### config.mk
export PLATFORM = sky130hd
export DESIGN_NAME = text_terminal_sgr_cursor_engine_core
export DESIGN_NICKNAME = d
export VERILOG_FILES = /design/src/design/ttsgr_pkg.sv /design/src/design/text_terminal_sgr_cursor_engine_core.sv /design/src/design/ttsgr_ctrl.sv /design/src/design/ttsgr_dpath.sv
export SDC_FILE = /design/constraint.sdc
export NUM_CORES = 1
export LEC_CHECK = 0
export BUFFER_PORTS_ARGS = -buffer_cell sky130_fd_sc_hd__buf_2
export CAP_MARGIN = 20
export CELL_PAD_IN_SITES_DETAIL_PLACEMENT = 1
export CELL_PAD_IN_SITES_GLOBAL_PLACEMENT = 1
export CORE_UTILIZATION = 53
export DETAILED_ROUTE_END_ITERATION = 8
export PLACE_DENSITY_LB_ADDON = 0.25
export RECOVER_POWER = 25
export SLEW_MARGIN = 20
export SYNTH_ARGS = -nofsm -noshare
export SYNTH_HDL_FRONTEND = slang
export SYNTH_SLANG_ARGS = --single-unit
### constraint.sdc
create_clock -name clk_i -period 6.8 [get_ports clk_i]
set_input_delay 0 -clock clk_i [delete_from_list [all_inputs] [get_ports clk_i]]
set_output_delay 0 -clock clk_i [all_outputs]
set_load 0.02 [all_outputs]
### src/design/ttsgr_pkg.sv
// ----------------------------------------------------------------------------
// ttsgr_pkg
// Shared types, constants and color palettes of the terminal SGR engine.
// ----------------------------------------------------------------------------
package ttsgr_pkg;

  // Byte codes
  localparam logic [7:0] ChEsc    = 8'h1b;
  localparam logic [7:0] ChLbrack = 8'h5b;
  localparam logic [7:0] ChM      = 8'h6d;
  localparam logic [7:0] ChSemi   = 8'h3b;
  localparam logic [7:0] ChLf     = 8'h0a;
  localparam logic [7:0] ChCr     = 8'h0d;
  localparam logic [7:0] ChTab    = 8'h09;
  localparam logic [7:0] ChSpace  = 8'h20;
  localparam logic [7:0] ChZero   = 8'h30;
  localparam logic [7:0] ChNine   = 8'h39;

  localparam logic [7:0]  WidthReset = 8'd80;
  localparam logic [23:0] ForeReset  = 24'hf2f2f2;
  localparam logic [23:0] BackReset  = 24'h181818;

  localparam int unsigned OutW = 72;

  typedef enum logic [1:0] {
    ST_TEXT,
    ST_ESC,
    ST_CSI,
    ST_SGR
  } state_e;

  // Controller to datapath
  typedef struct packed {
    logic text;       // handle byte as normal text
    logic csi_start;  // clear parameter queue
    logic digit;      // accumulate a digit
    logic push;       // close the current parameter
    logic walk_start; // close last parameter, start the SGR walk
    logic walk_step;  // apply one parameter group
  } cmd_t;

  // Datapath to controller
  typedef struct packed {
    logic is_esc;
    logic is_lbrack;
    logic is_digit;
    logic is_semi;
    logic is_m;
    logic slot_full;
    logic walk_last;
    logic out_busy;
  } status_t;

  function automatic logic [23:0] dark_set(input logic [2:0] idx);
    logic [23:0] c;
    case (idx)
      3'd0: c = 24'h121212;
      3'd1: c = 24'ha61010;
      3'd2: c = 24'h10a610;
      3'd3: c = 24'ha66010;
      3'd4: c = 24'h1010a6;
      3'd5: c = 24'ha610a6;
      3'd6: c = 24'h10a6a6;
      default: c = 24'ha6a6a6;
    endcase
    return c;
  endfunction

  function automatic logic [23:0] light_set(input logic [2:0] idx);
    logic [23:0] c;
    case (idx)
      3'd0: c = 24'h323232;
      3'd1: c = 24'hd01010;
      3'd2: c = 24'h10d010;
      3'd3: c = 24'hd0d010;
      3'd4: c = 24'h1060d0;
      3'd5: c = 24'hd010d0;
      3'd6: c = 24'h10d0d0;
      default: c = 24'hd0d0d0;
    endcase
    return c;
  endfunction

endpackage

### src/design/text_terminal_sgr_cursor_engine_core.sv
// ----------------------------------------------------------------------------
// text_terminal_sgr_cursor_engine_core
// Terminal byte stream to glyph stream with cursor and SGR color tracking.
// ----------------------------------------------------------------------------
// A printable byte shows on the output in the cycle after its acceptance.
// Throughput: one byte per cycle; a final 'm' then holds the input while the
// walker applies the SGR parameter groups, one group per step.
// Input also stalls while a glyph waits and the output is not taken.
// Reset (async, low): text phase, cursor 0,0, default colors, width 80.
module text_terminal_sgr_cursor_engine_core #(
  parameter int unsigned MAX_PARAMS = 10,
  parameter int unsigned TAB_STOP   = 8
) (
  input  logic                       clk_i,
  input  logic                       rst_ni,
  input  logic                       cfg_valid_i,
  output logic                       cfg_ready_o,
  input  logic [7:0]                 cfg_data_i,   // line_width
  input  logic                       s_axis_tvalid,
  output logic                       s_axis_tready,
  input  logic [7:0]                 s_axis_tdata, // byte_in
  output logic                       m_axis_tvalid,
  input  logic                       m_axis_tready,
  // glyph_code[6:0], glyph_row[14:7], glyph_column[22:15],
  // fore_color[46:23], back_color[70:47], zero[71]
  output logic [ttsgr_pkg::OutW-1:0] m_axis_tdata
);
  import ttsgr_pkg::*;

  cmd_t    cmd;
  status_t status;

  assign cfg_ready_o = 1'b1;

  ttsgr_ctrl u_ctrl (
    .clk_i      (clk_i),
    .rst_ni     (rst_ni),
    .in_valid_i (s_axis_tvalid),
    .in_ready_o (s_axis_tready),
    .status_i   (status),
    .cmd_o      (cmd)
  );

  ttsgr_dpath #(
    .MAX_PARAMS (MAX_PARAMS),
    .TAB_STOP   (TAB_STOP)
  ) u_dpath (
    .clk_i       (clk_i),
    .rst_ni      (rst_ni),
    .byte_i      (s_axis_tdata),
    .cfg_we_i    (cfg_valid_i),
    .cfg_data_i  (cfg_data_i),
    .cmd_i       (cmd),
    .status_o    (status),
    .out_valid_o (m_axis_tvalid),
    .out_ready_i (m_axis_tready),
    .out_data_o  (m_axis_tdata)
  );

endmodule

### src/design/ttsgr_ctrl.sv
// ----------------------------------------------------------------------------
// ttsgr_ctrl
// Escape phase state machine; issues commands to the datapath.
// ----------------------------------------------------------------------------
module ttsgr_ctrl (
  input  logic              clk_i,
  input  logic              rst_ni,
  input  logic              in_valid_i,
  output logic              in_ready_o,
  input  ttsgr_pkg::status_t status_i,
  output ttsgr_pkg::cmd_t    cmd_o
);
  import ttsgr_pkg::*;

  state_e state_q, state_d;
  logic   fire;

  assign in_ready_o = (state_q != ST_SGR) && !status_i.out_busy;
  assign fire       = in_valid_i && in_ready_o;

  // State register
  always_ff @(posedge clk_i or negedge rst_ni) begin
    if (!rst_ni) begin
      state_q <= ST_TEXT;
    end else begin
      state_q <= state_d;
    end
  end

  // Next state
  always_comb begin
    state_d = state_q;
    unique case (state_q)
      ST_TEXT: begin
        if (fire && status_i.is_esc) state_d = ST_ESC;
      end
      ST_ESC: begin
        if (fire) begin
          if (status_i.is_lbrack)   state_d = ST_CSI;
          else if (status_i.is_esc) state_d = ST_ESC;
          else                      state_d = ST_TEXT;
        end
      end
      ST_CSI: begin
        if (fire) begin
          if (status_i.is_digit)     state_d = ST_CSI;
          else if (status_i.is_semi) state_d = status_i.slot_full ? ST_TEXT : ST_CSI;
          else if (status_i.is_m)    state_d = ST_SGR;
          else                       state_d = ST_TEXT;
        end
      end
      ST_SGR: begin
        if (status_i.walk_last) state_d = ST_TEXT;
      end
      default: state_d = ST_TEXT;
    endcase
  end

  // Command outputs
  always_comb begin
    cmd_o = '0;
    unique case (state_q)
      ST_TEXT: cmd_o.text = fire;
      ST_ESC: begin
        cmd_o.csi_start = fire && status_i.is_lbrack;
        cmd_o.text      = fire && !status_i.is_lbrack;
      end
      ST_CSI: begin
        cmd_o.digit      = fire && status_i.is_digit;
        cmd_o.push       = fire && status_i.is_semi && !status_i.slot_full;
        cmd_o.walk_start = fire && status_i.is_m;
      end
      ST_SGR: cmd_o.walk_step = 1'b1;
      default: cmd_o = '0;
    endcase
  end

endmodule

### src/design/ttsgr_dpath.sv
// ----------------------------------------------------------------------------
// ttsgr_dpath
// Cursor, colors, parameter queue, SGR walker and output register.
// ----------------------------------------------------------------------------
module ttsgr_dpath #(
  parameter int unsigned MAX_PARAMS = 10,
  parameter int unsigned TAB_STOP   = 8
) (
  input  logic                        clk_i,
  input  logic                        rst_ni,
  input  logic [7:0]                  byte_i,
  input  logic                        cfg_we_i,
  input  logic [7:0]                  cfg_data_i,
  input  ttsgr_pkg::cmd_t              cmd_i,
  output ttsgr_pkg::status_t           status_o,
  output logic                        out_valid_o,
  input  logic                        out_ready_i,
  output logic [ttsgr_pkg::OutW-1:0]  out_data_o
);
  import ttsgr_pkg::*;

  localparam int unsigned IW = (MAX_PARAMS > 1) ? $clog2(MAX_PARAMS) : 1;
  localparam int unsigned CW = $clog2(MAX_PARAMS + 1);
  localparam int unsigned MW = (TAB_STOP > 1) ? $clog2(TAB_STOP) : 1;
  localparam logic [MW-1:0] ModLast = MW'(TAB_STOP - 1);
  localparam logic [MW-1:0] ModSat  = MW'(255 % TAB_STOP);
  localparam logic [8:0]    TabW    = 9'(TAB_STOP);

  logic [7:0]    width_q;
  logic [7:0]    row_q, col_q;
  logic [MW-1:0] mod_q;
  logic [23:0]   fore_q, back_q;
  logic [15:0]   acc_q;
  logic [15:0]   par_q [MAX_PARAMS];
  logic [IW-1:0] slot_q;
  logic [CW-1:0] cnt_q;
  logic          out_valid_q;
  logic [OutW-1:0] out_data_q;

  // Byte classes
  assign status_o.is_esc    = (byte_i == ChEsc);
  assign status_o.is_lbrack = (byte_i == ChLbrack);
  assign status_o.is_digit  = (byte_i >= ChZero) && (byte_i <= ChNine);
  assign status_o.is_semi   = (byte_i == ChSemi);
  assign status_o.is_m      = (byte_i == ChM);
  assign status_o.slot_full = (slot_q == IW'(MAX_PARAMS - 1));
  assign status_o.out_busy  = out_valid_q && !out_ready_i;

  // Config register
  always_ff @(posedge clk_i or negedge rst_ni) begin
    if (!rst_ni) begin
      width_q <= WidthReset;
    end else if (cfg_we_i) begin
      width_q <= cfg_data_i;
    end
  end

  // Text handling: cursor next values and glyph
  logic          printable, emit;
  logic [7:0]    row_w, col_w, row_n, col_n;
  logic [MW-1:0] mod_w, mod_n;
  logic [8:0]    tab_sum;

  always_comb begin
    printable = (byte_i >= ChSpace) && !byte_i[7];
    emit      = cmd_i.text && printable;
    row_w = row_q;
    col_w = col_q;
    mod_w = mod_q;
    if (col_q >= width_q) begin
      row_w = row_q + 8'd1;
      col_w = '0;
      mod_w = '0;
    end
    tab_sum = {1'b0, col_q} + TabW - {{(9 - MW){1'b0}}, mod_q};
    row_n = row_q;
    col_n = col_q;
    mod_n = mod_q;
    if (cmd_i.text) begin
      if (printable) begin
        row_n = row_w;
        col_n = col_w;
        mod_n = mod_w;
        if (col_w != 8'hff) begin
          col_n = col_w + 8'd1;
          mod_n = (mod_w == ModLast) ? '0 : mod_w + MW'(1);
        end
      end else if (byte_i == ChLf || byte_i == ChCr) begin
        row_n = row_q + 8'd1;
        col_n = '0;
        mod_n = '0;
      end else if (byte_i == ChTab) begin
        if (tab_sum > 9'd255) begin
          col_n = 8'hff;
          mod_n = ModSat;
        end else begin
          col_n = tab_sum[7:0];
          mod_n = '0;
        end
      end
    end
  end

  always_ff @(posedge clk_i or negedge rst_ni) begin
    if (!rst_ni) begin
      row_q <= '0;
      col_q <= '0;
      mod_q <= '0;
    end else begin
      row_q <= row_n;
      col_q <= col_n;
      mod_q <= mod_n;
    end
  end

  // Output register
  always_ff @(posedge clk_i or negedge rst_ni) begin
    if (!rst_ni) begin
      out_valid_q <= 1'b0;
    end else if (emit) begin
      out_valid_q <= 1'b1;
    end else if (out_ready_i) begin
      out_valid_q <= 1'b0;
    end
  end

  always_ff @(posedge clk_i) begin
    if (emit) begin
      out_data_q <= {1'b0, back_q, fore_q, col_w, row_w, byte_i[6:0]};
    end
  end

  assign out_valid_o = out_valid_q;
  assign out_data_o  = out_data_q;

  // Parameter accumulator and queue
  logic [15:0] acc_x10;
  assign acc_x10 = (acc_q << 3) + (acc_q << 1);

  always_ff @(posedge clk_i or negedge rst_ni) begin
    if (!rst_ni) begin
      acc_q  <= '0;
      slot_q <= '0;
    end else if (cmd_i.csi_start) begin
      acc_q  <= '0;
      slot_q <= '0;
    end else if (cmd_i.digit) begin
      acc_q <= acc_x10 + {12'd0, byte_i[3:0]};
    end else if (cmd_i.push) begin
      acc_q  <= '0;
      slot_q <= slot_q + IW'(1);
    end
  end

  // SGR walker on the queue head
  logic [15:0] v;
  logic [2:0]  shift;
  logic [23:0] fore_n, back_n, pick;
  logic        hit;

  always_comb begin
    v      = par_q[0];
    shift  = 3'd1;
    fore_n = fore_q;
    back_n = back_q;
    hit    = 1'b0;
    pick   = '0;
    if (v == 16'd0) begin
      fore_n = dark_set(3'd7);
      back_n = dark_set(3'd0);
    end else if (v == 16'd7) begin
      fore_n = back_q;
      back_n = fore_q;
    end else if (v >= 16'd30 && v <= 16'd37) begin
      fore_n = dark_set(v[2:0] - 3'd6);
    end else if (v == 16'd38 || v == 16'd48) begin
      if (cnt_q > CW'(2) && par_q[1] == 16'd5) begin
        pick  = dark_set(par_q[2][2:0]);
        shift = 3'd3;
        hit   = 1'b1;
      end else if (cnt_q > CW'(4) && par_q[1] == 16'd2) begin
        pick  = {par_q[2][7:0], par_q[3][7:0], par_q[4][7:0]};
        shift = 3'd5;
        hit   = 1'b1;
      end
      if (hit) begin
        if (v == 16'd38) fore_n = pick;
        else             back_n = pick;
      end
    end else if (v == 16'd39) begin
      fore_n = dark_set(3'd7);
    end else if (v >= 16'd40 && v <= 16'd47) begin
      back_n = dark_set(v[2:0]);
    end else if (v == 16'd49) begin
      back_n = dark_set(3'd0);
    end else if (v >= 16'd90 && v <= 16'd97) begin
      light_pick: fore_n = light_set(v[2:0] - 3'd2);
    end else if (v >= 16'd100 && v <= 16'd107) begin
      back_n = light_set(v[2:0] - 3'd4);
    end
  end

  assign status_o.walk_last = (cnt_q <= CW'(shift));

  // Colors
  always_ff @(posedge clk_i or negedge rst_ni) begin
    if (!rst_ni) begin
      fore_q <= ForeReset;
      back_q <= BackReset;
    end else if (cmd_i.walk_step) begin
      fore_q <= fore_n;
      back_q <= back_n;
    end
  end

  // Walk count
  always_ff @(posedge clk_i or negedge rst_ni) begin
    if (!rst_ni) begin
      cnt_q <= '0;
    end else if (cmd_i.walk_start) begin
      cnt_q <= CW'(slot_q) + CW'(1);
    end else if (cmd_i.walk_step) begin
      cnt_q <= status_o.walk_last ? '0 : cnt_q - CW'(shift);
    end
  end

  // Queue storage: write at slot, shift toward head while walking
  always_ff @(posedge clk_i) begin
    if (cmd_i.push || cmd_i.walk_start) begin
      par_q[slot_q] <= acc_q;
    end else if (cmd_i.walk_step) begin
      for (int k = 0; k < MAX_PARAMS; k++) begin
        if (shift == 3'd1) begin
          if (k + 1 < MAX_PARAMS) par_q[k] <= par_q[k+1];
        end else if (shift == 3'd3) begin
          if (k + 3 < MAX_PARAMS) par_q[k] <= par_q[k+3];
        end else begin
          if (k + 5 < MAX_PARAMS) par_q[k] <= par_q[k+5];
        end
      end
    end
  end

endmodule

After elaboration in Yosys (flattened, before gate mapping)
Memories as Yosys holds them, arrays and structs flattened.
Index checks and enable logic that the tools add are counted.
{ "word_totals": {"regBits": 173, "latchBits": 0, "mem_bits_rw": 160, "mem_bits_ro": 0, "input_bits": 21, "output_inout_bits": 75, "wordCells": 282, "n_memories": 1} }
{ "op_classes": {"addsub": 12, "mul": 0, "div_mod_pow": 0, "n_lt_le_gt_ge": 16, "n_eq_ne": 67, "n_shift": 0, "n_mux": 113, "bitwise_logic": 12, "reduce_logical": 49} }
{ "memory_table": {"columns": ["name", "depth", "word_bits", "rd", "rd_ports_with_merged_regs", "wr", "line_no", "source"], "rows": [
  ["u_dpath.par_q", 10, 16, 10, 0, 9, "ttsgr_dpath.sv:34", "logic [15:0] par_q [MAX_PARAMS];"]
]} }
{ "op_table": {"columns": ["operator", "count"], "rows": [
  ["24-bit one-hot mux with 7 select lines", 5],
  ["24-bit 2-to-1 mux", 23],
  ["16-bit 2-to-1 mux", 16],
  ["8-bit 2-to-1 mux", 9],
  ["16-bit by 6-bit equality test with 1-bit output, second input constant", 4],
  ["3-bit equality test, second input constant", 16],
  ["3-bit 2-to-1 mux", 14],
  ["3-bit by 2-bit equality test with 1-bit output, second input constant", 11],
  ["16-bit by 3-bit equality test with 1-bit output, second input constant", 2],
  ["16-bit by 7-bit >= comparator with 1-bit output, second input constant", 2],
  ["16-bit by 6-bit less-or-equal comparator with 1-bit output, second input constant", 2],
  ["16-bit by 7-bit less-or-equal comparator with 1-bit output, second input constant", 2],
  ["1-bit 2-to-1 mux", 28],
  ["4-bit 2-to-1 mux", 7],
  ["8-bit by 4-bit equality test with 1-bit output, second input constant", 3],
  ["1-bit logical AND", 19],
  ["3-bit by 1-bit equality test with 1-bit output, second input constant", 6],
  ["2-bit 2-to-1 mux", 9],
  ["6-bit by 1-bit inequality test with 1-bit output, second input constant", 3],
  ["16-bit adder", 1],
  ["16-bit by 4-bit adder with 16-bit output", 1],
  ["8-bit by 1-bit adder with 8-bit output, second input constant", 2],
  ["16-bit by 2-bit equality test with 1-bit output, second input constant", 1],
  ["8-bit by 7-bit equality test with 1-bit output, second input constant", 2],
  ["44 further kinds", 81]
]} }

Depth between registers and ports, before layout
An unclocked memory read counts as a cell.
{ "logic_depth": {"depth_word": 19, "ltp_mapped": 18, "mapped_depth_nobuf": 15} }

Cells and area by module
A second synthesis with hierarchy kept.
{ "hier_totals": {"hier_cells": 1761, "hier_area_um2": 17601.9} }
{ "by_module_without_submodules": {"columns": ["mod", "n_inst", "cells_per_inst", "area_per_inst_um2", "seq_area_each_um2"], "rows": [
  ["ttsgr_dpath", 1, 1737, 17407.9, 9467.8],
  ["ttsgr_ctrl", 1, 22, 182.7, 50.0],
  ["text_terminal_sgr_cursor_engine_core", 1, 2, 11.3, 0.0]
]} }

Worst setup path after synthesis
Ideal clock, no wire load.
{ "synth_timing": {"path_kind": "reg-to-reg", "startpoint": "reg u_dpath.col_q[0]", "endpoint": "reg u_dpath.col_q[3]", "setup_ps": 129, "arrival_ps": 3455, "required_time_ps": 6671, "slack_ps": 3216, "path_stages_with_launch": 19, "path_buffers": 3, "period_less_slack_ps": 3584, "cell_sequence": "dfrtp_1 inv_1 ha_1 nand2b_1 a21o_1 a211oi_1 o21a_1 clkbuf_1 clkbuf_1 and2_1 ha_1 and3_1 nand2_1 or2_2 clkbuf_1 nand2_1 nor4_1 nor3_1 o22ai_1"} }
{ "synth_lines": {"columns": ["item", "line_no", "source"], "rows": [
  ["start: declaration", "ttsgr_dpath.sv:30", "logic [7:0] row_q, col_q;"],
  ["start signal: assignment", "ttsgr_dpath.sv:111", "col_q <= col_n;"],
  ["8-bit >= comparator (*)", "ttsgr_dpath.sv:70", "if (col_q >= width_q) begin"],
  ["8-bit 2-to-1 mux (*)", "ttsgr_dpath.sv:70", null],
  ["net u_dpath.col_w[1]", "ttsgr_dpath.sv:60", "logic [7:0] row_w, col_w, row_n, col_n;"],
  ["8-bit by 1-bit adder with 8-bit output or 8-bit inequality test (tied branches)", "ttsgr_dpath.sv:85, ttsgr_dpath.sv:84", null],
  ["8-bit 2-to-1 mux (*)", "ttsgr_dpath.sv:84", "if (col_w != 8'hff) begin"],
  ["8-bit 2-to-1 mux (*)", "ttsgr_dpath.sv:80", "if (printable) begin"]
]} }
The timed path passes the listed nets; every way through them passes the cells marked *. The select of a mux whose other input is x is not followed.
A chain may end at the register's enable or synchronous reset.

==> results by group <==
Detailed routing
  – DR pass1 iterations: 7
  – Top routing layer used: met4
  – Metal3 WL: 3100 um
  – M1 wire length: 22300 um
  – Final ANT Viol Nets: 0
  – Drt drc: 0
  – Routed WL per cell: 24.9 um
  – Vias post-DR: 14.2k
  – Detailed Route WL: 54900 um
  – Met2 wire length: 27300 um
  – Vias per cell: 6.44
  – Iteration-0 DRC Markers: 1073

Critical path
  – Startpoint type of the worst setup path: flip-flop
  – RR Startpoint: u_dpath.par_q[1][3]
  – Setup CP Type: flip-flop to flip-flop
  – Critical path data required time: 6.86 ns
  – Data arrival, critical path: 4.46 ns
  – Setup crit end kind: flip-flop
  – Crit path from: u_dpath.par_q[1][3]
  – CP Max Fanout: 67

Clock tree
  – Post-cts resize count: 0
  – Setup repair bufs after CTS: 0
  – Root Buffer: clkbuf_16
  – Worst-Skew Late Latency: 0.53 ns
  – Clock buffer depth: 3
  – CTS tree: built
  – TritonCTS Buffers: 37
  – Clk slew on worst S/H paths: 0.07 ns
  – Htree depth: 2
  – CTS Sinks: 333

Yosys
  – #FFs+latches synth: 333
  – Post-synth net total: 1724
  – Adder-cell share of the synthesized area: 4.54%
  – Ys flop type: edfxtp_1
  – Main combinational cell family by area after synthesis: compound AO/OA/AOI/OAI gates
  – Top-area cell type share of the netlist area: 39.7%
  – Simple-Gate Fraction of Synth Area: 13.4%
  – Mean post-synth cell area: 10.6 um^2
  – Synth Area in Compound Gates: 18.3%
  – Synth warnings: 0
  – Synth cell count leaders: nand2_1 (262), edfxtp_1 (231), a21oi_1 (117), o21ai_0 (116), nor2_1 (87)
  – Synth async-reset ratio: 30.6%
  – Mapped Area: 17500 um^2
  – Synth Area in XOR/XNOR: 1.95%
  – Top cells by area, synth: edfxtp_1 (40%), dfrtp_1 (11%), nand2_1 (5.6%)
  – Top-count cell post-synth: nand2_1
  – Synth cell types: 84
  – Area leader, netlist: edfxtp_1
  – Post-synth EDFFs: 231
  – Multiplexer share of the synthesized area: 3.99%
  – Post-Syn Instances: 1642
  – Sequential area share after synthesis: 54.5%

Timing
  – Unrepaired setup endpoints after global routing: false
  – Clk_skew: 0.0155 ns
  – Max_slew headroom: -76.4%
  – Hold Vio Cnt, Final: 0
  – Slew @ Worst Pin: 2.65 ns
  – Final setup vio count: 0
  – Slew Viols, Final: 43
  – Fin crit share: 64.7%
  – Tmin final: 4.40 ns
  – Fmax: 227 MHz
  – TNS Setup: 0 ns

Global route
  – Largest net degree at the start of global routing: 68
  – GRT overflow: 0
  – Initial antenna violation count: 0
  – First-pass GRT wire length: 85000 um
  – Gr usage total: 32.5%
  – Vias in the first global route: 15.0k

Final layout
  – Layout area overhead: 13.0%
  – Filler cells: 3490
  – Non-Filler Instances: 2205
  – Final nets: 1819
  – # diodes: 0
  – Share of cells above drive strength 1: 7.49%

Run
  – Max cap viols: 1

Power and ir drop
  – Peak VDD IR: 0.191 mV
  – PD cells: 255 nW/um^2
  – Pleak: 7.48 nW
  – Overall Power: 5.03 mW

Placed design
  – PortBufs: 93
  – Dpl cells: 2104
  – Post-DP HPWL: 35500 um
  – Final GP Congestion: 0.916

Die
  – Num ports: 96
  – Die H: 184 um
  – Num rows: 66
  – Die Area: 33700 um^2
  – Core Box Area: 32500 um^2
  – Chip Width: 184 um
  – Initial Util: 53.9%

Hold path
  – Hold wc startpoint: s_axis_tdata[4]
  – Worst min path class: input pin to flip-flop

Status
  – Status: finished, violations left
  – Failing checks: capacitance limit, slew limit
[repair_timing]
item / in CTS / in global routing
hold endpoints to repair: 62 / 0
hold buffers: 34 / 0
endpoints found under the setup margin: 0 / 0
[final timing paths]
path                                           to  slack [ns]  cells past startpoint
setup / recovery             u_dpath.par_q[6][14]        2.40                      6
hold / removal              u_dpath.out_data_o[4]        0.33                      2
setup reg to reg             u_dpath.par_q[6][14]        2.40                      6
hold reg to reg            u_dpath.out_data_o[68]        0.49                      0
max in group asynchronous       u_dpath.back_q[5]        4.03                      3
min in group asynchronous        u_dpath.col_q[6]        0.85                      2
[power by group]
| group | internal (mW) | leakage [nW] | switching (mW) | total, mW |
|---|---|---|---|---|
| combinational | 0.285 | 3.40 | 0.473 | 0.758 |
| clock | 1.10 | 0.559 | 0.838 | 1.94 |
| sequential | 2.24 | 3.52 | 0.0869 | 2.33 |
[sequential cells by signal, indices dropped and copies added, names as in the netlist]
register / count
u_dpath.cnt_q: 4
u_ctrl.state_q: 2
u_dpath.col_q: 8
u_dpath.width_q: 8
u_dpath.out_valid_o: 1
u_dpath.acc_q: 16
u_dpath.row_q: 8
u_dpath.out_data_o: 71
u_dpath.back_q: 24
u_dpath.mod_q: 3
u_dpath.slot_q: 4
u_dpath.fore_q: 24
u_dpath.par_q: 160
[kinds of logic after synthesis]
group	after synthesis
compound gates	497
xor+xnor	39
fa+ha+maj	61
buf+inv	135
flops	333
mux	69
other cells	2
simple gates	506
[cell usage in the layout, fill, tap and decap left out, drive strengths merged, types with 17 or more instances in the layout]
cell	count
mux2i	63
o21ai	141
clkbuf	130
a21oi	117
a221oi	18
nor2	89
buf	33
a31oi	45
edfxtp	231
a21o	17
a22oi	19
a22o	19
and2	25
nand3	22
nand2	263
nor3	18
xor2	17
dlygate4sd3	34
ha	57
xnor2	22
inv	46
dfstp	23
o21bai	20
dfrtp	79
[worst max-delay path, stage by stage (launching register included)]
cell and delay [ns]:
edfxtp_1 0.44, nor4_1 0.52, nand4_1 0.54, nor4_2 0.88
nand2b_2 0.25, buf_4 0.55, nand2_1 0.72
[cell type report]
| cell class | instances | area, um^2 | area share [%] |
|---|---|---|---|
| clock buffer | 50 | 1070 | 5.41 |
| clock inverter | 15 | 87.6 | 0.444 |
| inverter | 44 | 165 | 0.837 |
| multi-input combinational | 1174 | 7470 | 37.8 |
| sequential | 333 | 9520 | 48.2 |
| tap | 442 | 553 | 2.80 |
| timing repair buffer | 147 | 883 | 4.47 |
[per-stage QoR]
| step | worst slack (ns) | cell area (um^2) | hold slack [ns] | utilization [%] |
|---|---|---|---|---|
| floorplan | 3.22 | 17500 | -0.296 | - |
| global placement | 2.66 | 18300 | 0.0395 | 56.4 |
| detailed placement | 2.56 | 18300 | 0.0444 | 56.4 |
| CTS | 2.50 | 19800 | 0.0426 | 61.0 |
| global route | 2.20 | 19700 | 0.335 | 60.8 |
| finish | 2.40 | 19700 | 0.330 | 60.8 |
[layer usage]
layer / global-route usage (%) / vias to the layer above
met5: 0 / -
met4: 13.5 / 0
met3: 4.69 / 145
met2: 56.1 / 575
met1: 41.0 / 7202
li1: - / 6288
(Power assumes the default switching activity.)
